===== config.mk =====
export PLATFORM = sky130hd
export DESIGN_NAME = alil_ram
export DESIGN_NICKNAME = d
export VERILOG_FILES = /design/src/rtl/alil_ram.sv
export SDC_FILE = /design/constraint.sdc
export NUM_CORES = 2
export LEC_CHECK = 0
export BUFFER_PORTS_ARGS = -buffer_cell sky130_fd_sc_hd__buf_4
export CORE_MARGIN = 5
export CORE_UTILIZATION = 49
export CTS_CLUSTER_SIZE = 40
export DETAILED_ROUTE_END_ITERATION = 10
export PLACE_DENSITY = 0.68
export SLEW_MARGIN = 20
export SYNTH_ARGS = -nofsm -noshare
export SYNTH_HDL_FRONTEND = slang
export SYNTH_SLANG_ARGS = --single-unit

===== constraint.sdc =====
create_clock -name clk -period 4.3 [get_ports clk]
set_input_delay 0.43 -clock clk [delete_from_list [all_inputs] [get_ports clk]]
set_output_delay 0.43 -clock clk [all_outputs]
set_load 0.02 [all_outputs]

===== src/rtl/alil_ram.sv =====
// Generic simple dual-port RAM: one write port, one read port with registered read data.
// No dependencies.
`timescale 1ns / 1ps

module alil_ram #(
    parameter int WIDTH = 32,
    parameter int DEPTH = 128,
    parameter int ADDR_W = (DEPTH > 1) ? $clog2(DEPTH) : 1
) (
    input  logic              clk,
    input  logic              we,
    input  logic [ADDR_W-1:0] waddr,
    input  logic [WIDTH-1:0]  wdata,
    input  logic              re,
    input  logic [ADDR_W-1:0] raddr,
    output logic [WIDTH-1:0]  rdata
);

    logic [WIDTH-1:0] mem [DEPTH];

    always_ff @(posedge clk)
    begin
        if (we)
        begin
            mem[waddr] <= wdata;
        end
        if (re)
        begin
            rdata <= mem[raddr];
        end
    end

endmodule


### After elaboration in Yosys (flattened, before gate mapping)

Memory sizes are Yosys's and may differ from the RTL's. A register that Yosys moved wholly into a read port is not among the register bits.
Cells that the tools add are included.

* register bits: 0
* bits in writable memories: 4096
* input port bits: 49
* output and inout port bits: 32
* logic and storage cells: 3
* memories kept: 1

* mux-type cells: 2

Memory list
* mem: depth 128, width 32, read ports 1, clocked after memory_dff 1, write ports 1, line 19 `logic [WIDTH-1:0] mem [DEPTH];`

Operators with widths (count)
* 1-bit two-way mux: 2

### Logic depth before layout (Yosys ltp)

* word-level depth: 2
* depth in mapped cells: 8
* mapped depth without buffers: 4

### Worst setup path after synthesis

OpenSTA, ideal clock, no wires.

* path type: in2reg
* start point: in we
* end point: mem mem[98][0] (enable)
* library setup time: 461 ps
* arrival time: 3208 ps
* required time: 3839 ps
* setup slack: 631 ps
* cell stages on the path: 3
* path buffers: 1
* cells stage by stage: clkbuf_1 > nand4_1 > nor3_1

* word-level cells in the longest chain between the ends: 2

Ends and longest elaborated chain
* start: declaration: line 11 `input logic we,`
* 1-bit two-way mux: line 23 `if (we)`
* 1-bit two-way mux (implied by the code): line 25 `mem[waddr] <= wdata;`
* end: declaration: line 19

No other way between the ends.

==> flow_summary_export.csv <==
group,metric,value,unit
logic_synthesis,synth_edf_count,4128,
floorplanning,die_height,575,um
clock_tree,cts_setup_buffers,0,
floorplanning,core_area,318000,um2
global_routing,gr-total-overflow,0,
critical_path,start_kind,"input pin",
logic_synthesis,netlist_top_cells_count,"edfxtp_1, mux4_2, clkbuf_1",
detailed_routing,viasPerCell,6.56,
detailed_routing,drt_iter0_markers,10800,
global_routing,grt_pass1_wl,575,mm
critical_path,worstPathRequired,4.94,ns
sta,clock_skew,0.0362,ns
critical_path,worstPathArrival,3.66,ns
logic_synthesis,syn_area,157000,um2
pwr,p_per_area,466,nW/um2
layout,area_growth,13.8,%
critical_path,cp-startpoint,"raddr[0]",
logic_synthesis,synth_top_area_share,79.2,%
critical_path,cp_max_fo,40,
sta,worst_pin_slew,1.23,ns
clock_tree,root_buffer,"clkbuf_16",
floorplanning,io_pins,81,
logic_synthesis,async_flop_share,0,%
worst_hold_path,worst_hold_path_type,"in -> reg",
critical_path,slowest_stage,"mux4_2",
global_routing,grt_antenna_before_repair,56,
clock_tree,cts_sinks,4128,
logic_synthesis,synth.net_count,6039,
sta,slew-limit-headroom,18.1,%
status,status,"complete, no violations",
logic_synthesis,synth.avg_cell_area,26.1,um2
layout,drive_above_1_share,36.5,%
sta,setup_viol,0,
global_routing,grt_pass1_vias,72600,
logic_synthesis,synth_seq_area_share,79.2,%
detailed_routing,wl_per_cell,37.5,um
placement,dp_hpwl,233,mm
detailed_routing,postRouteWirelength,412,mm
critical_path,timing.rr.start,"mem[103][9]",
global_routing,grt_max_degree,99,
logic_synthesis,synthCells,5990,
sta,rsz0062_at_grt,"false",
logic_synthesis,synth_ff_type,"edfxtp_1",
pwr,peakVddDrop,0.346,mV
clock_tree,path_clk_slew,0.06,ns
logic_synthesis,yosysWarningCount,0,
floorplanning,start_util,49.2,%
critical_path,worstSetupPathType,"in -> reg",
critical_path,cpPeakStageDelay,0.65,ns
floorplanning,die-area,331000,um2
logic_synthesis,synth.most_common_cell,"edfxtp_1",
clock_tree,post_cts_resized,0,
layout,fin_nets,6522,
critical_path,endpoint_kind,"flip-flop",
placement,gp_congestion,0.833,
clock_tree,cts_buffer_depth,4,
clock_tree,numCtsBuffers,388,
run,drv_cap,0,
detailed_routing,antenna_left,0,
clock_tree,h-tree-depth,5,
clock_tree,cts_tree,"built",
pwr,power,0.0831,W
detailed_routing,vias,72100,
critical_path,critPathMostFrequentCell,"mux4_2",
floorplanning,die_w,575,um
sta,final-hold-violation-count,0,
logic_synthesis,synth_cell_types,16,
placement,port_buffers,80,
logic_synthesis,yosys.area.top_type,"edfxtp_1",
global_routing,grt_usage,24.8,%
sta,drv_slew,0,
logic_synthesis,ys_seq_elements,4128,
detailed_routing,drt-pass1-iter-count,5,
sta,period_needed,3.02,ns
sta,fmax,332,MHz
clock_tree,clkLatencyLatePin,0.91,ns
floorplanning,num_rows,207,
detailed_routing,drc,0,
pwr,p_leak,54.5,nW
critical_path,cp_cell_sequence,"buf_16 -> buf_12 -> buf_12 -> mux4_2 -> mux4_2 -> mux4_2 -> mux2_2",
worst_hold_path,hp-start,"wdata[30]",
sta,tns,0,ns
logic_synthesis,synth_area_leaders,"edfxtp_1, mux4_2, clkbuf_1",
sta,final.period_utilization,70.2,%
kinds of logic after synthesis:
logic type	count (synthesis)	synth area share [%]
muxes	1376	19.6
buffers and inverters	316	0.837
DFF	4128	79.2
and+or+nand+nor	170	0.445
cell type report:
cell class	count	area (um2)
Antenna cell	24	60.1
Clock buffer	460	10200
Clock inverter	249	2380
Fill cell	22400	140000
Multi-Input combinational cell	1546	32300
Sequential cell	4128	124000
Tap cell	4180	5230
Timing Repair Buffer	409	4170
flip-flops by register name, summed over array words and instances, names as in the netlist:
| register | cells |
|---|---|
| rdata | 32 |
| mem | 4096 |
through the flow:
step | util, % | cell area (um2) | worst slack (ns) | instances | hold slack [ns]
after global placement | 52.1 | 166000 | 0.354 | 10300 | 0.958
after global routing | 56.0 | 178000 | 1.21 | 11000 | 0.0213
after detailed placement | 52.1 | 166000 | 0.353 | 10300 | 0.957
after CTS | 56.0 | 178000 | 1.33 | 11000 | 0.00334
after floorplan | - | 157000 | 0.631 | 5990 | 0.529
final | 56.0 | 178000 | 1.28 | 11000 | 0.0224
power breakdown:
group	switching, W	internal, W	total, W
Combinational	0.00274	0.00170	0.00444
Clock	0.0147	0.0194	0.0341
Sequential	0.000148	0.0445	0.0446
timing repair:
item / CTS / global route
hold endpoints to repair: 0 / 8
setup endpoints to repair: 0 / 0
hold buffers: 0 / 1
metal layers:
metal / track usage [%] / wire length (um) / vias to the layer above / share of wire [%]
met1: 35.3 / 153000 / 39400 / 37
met5: 0 / 204 / - / 0.049
met3: 5.59 / 47400 / 640 / 12
met2: 38.7 / 196000 / 4596 / 48
met4: 8.40 / 15400 / 30 / 3.7
li1: - / - / 27400 / -
worst max-delay path, delay by kind of cell:
kind / cells / cell delay [ns]
muxes: 4 / 2.19
buffers and inverters: 3 / 0.89
path summary, 6_finish.rpt:
| kind | cells after the start | endpoint | slack, ns |
|---|---|---|---|
| setup / recovery | 7 | rdata[27] | 1.28 |
| hold / removal | 1 | mem[116][30] | 0.02 |
| setup reg to reg | 4 | rdata[9] | 1.46 |
| hold reg to reg | 4 | rdata[11] | 1.22 |
placed cells by master (no fill, tap or decap):
cell	n
edfxtp_1	4128
mux4_2	1344
clkbuf_16	397
buf_4	319
nor2_4	119
clkinv_1	89
clkinv_2	80
buf_12	80
clkbuf_1	63
bufinv_16	41
mux2_2	32
diode_2	24
clkinvlp_4	15
nand2_1	11
nor3_2	9
inv_6	9
nand3_1	8
nor2b_1	7
clkinv_4	7
nand3_2	4
inv_16	4
nor2_1	3
nand4_1	3
nand2_2	3
clkinv_8	3
buf_16	3
buf_8	3
buf_6	3
nand2b_1	2
or3_1	1
clkinv_16	1
dlygate4sd3_1	1
Power figures use the tool's default switching activity.
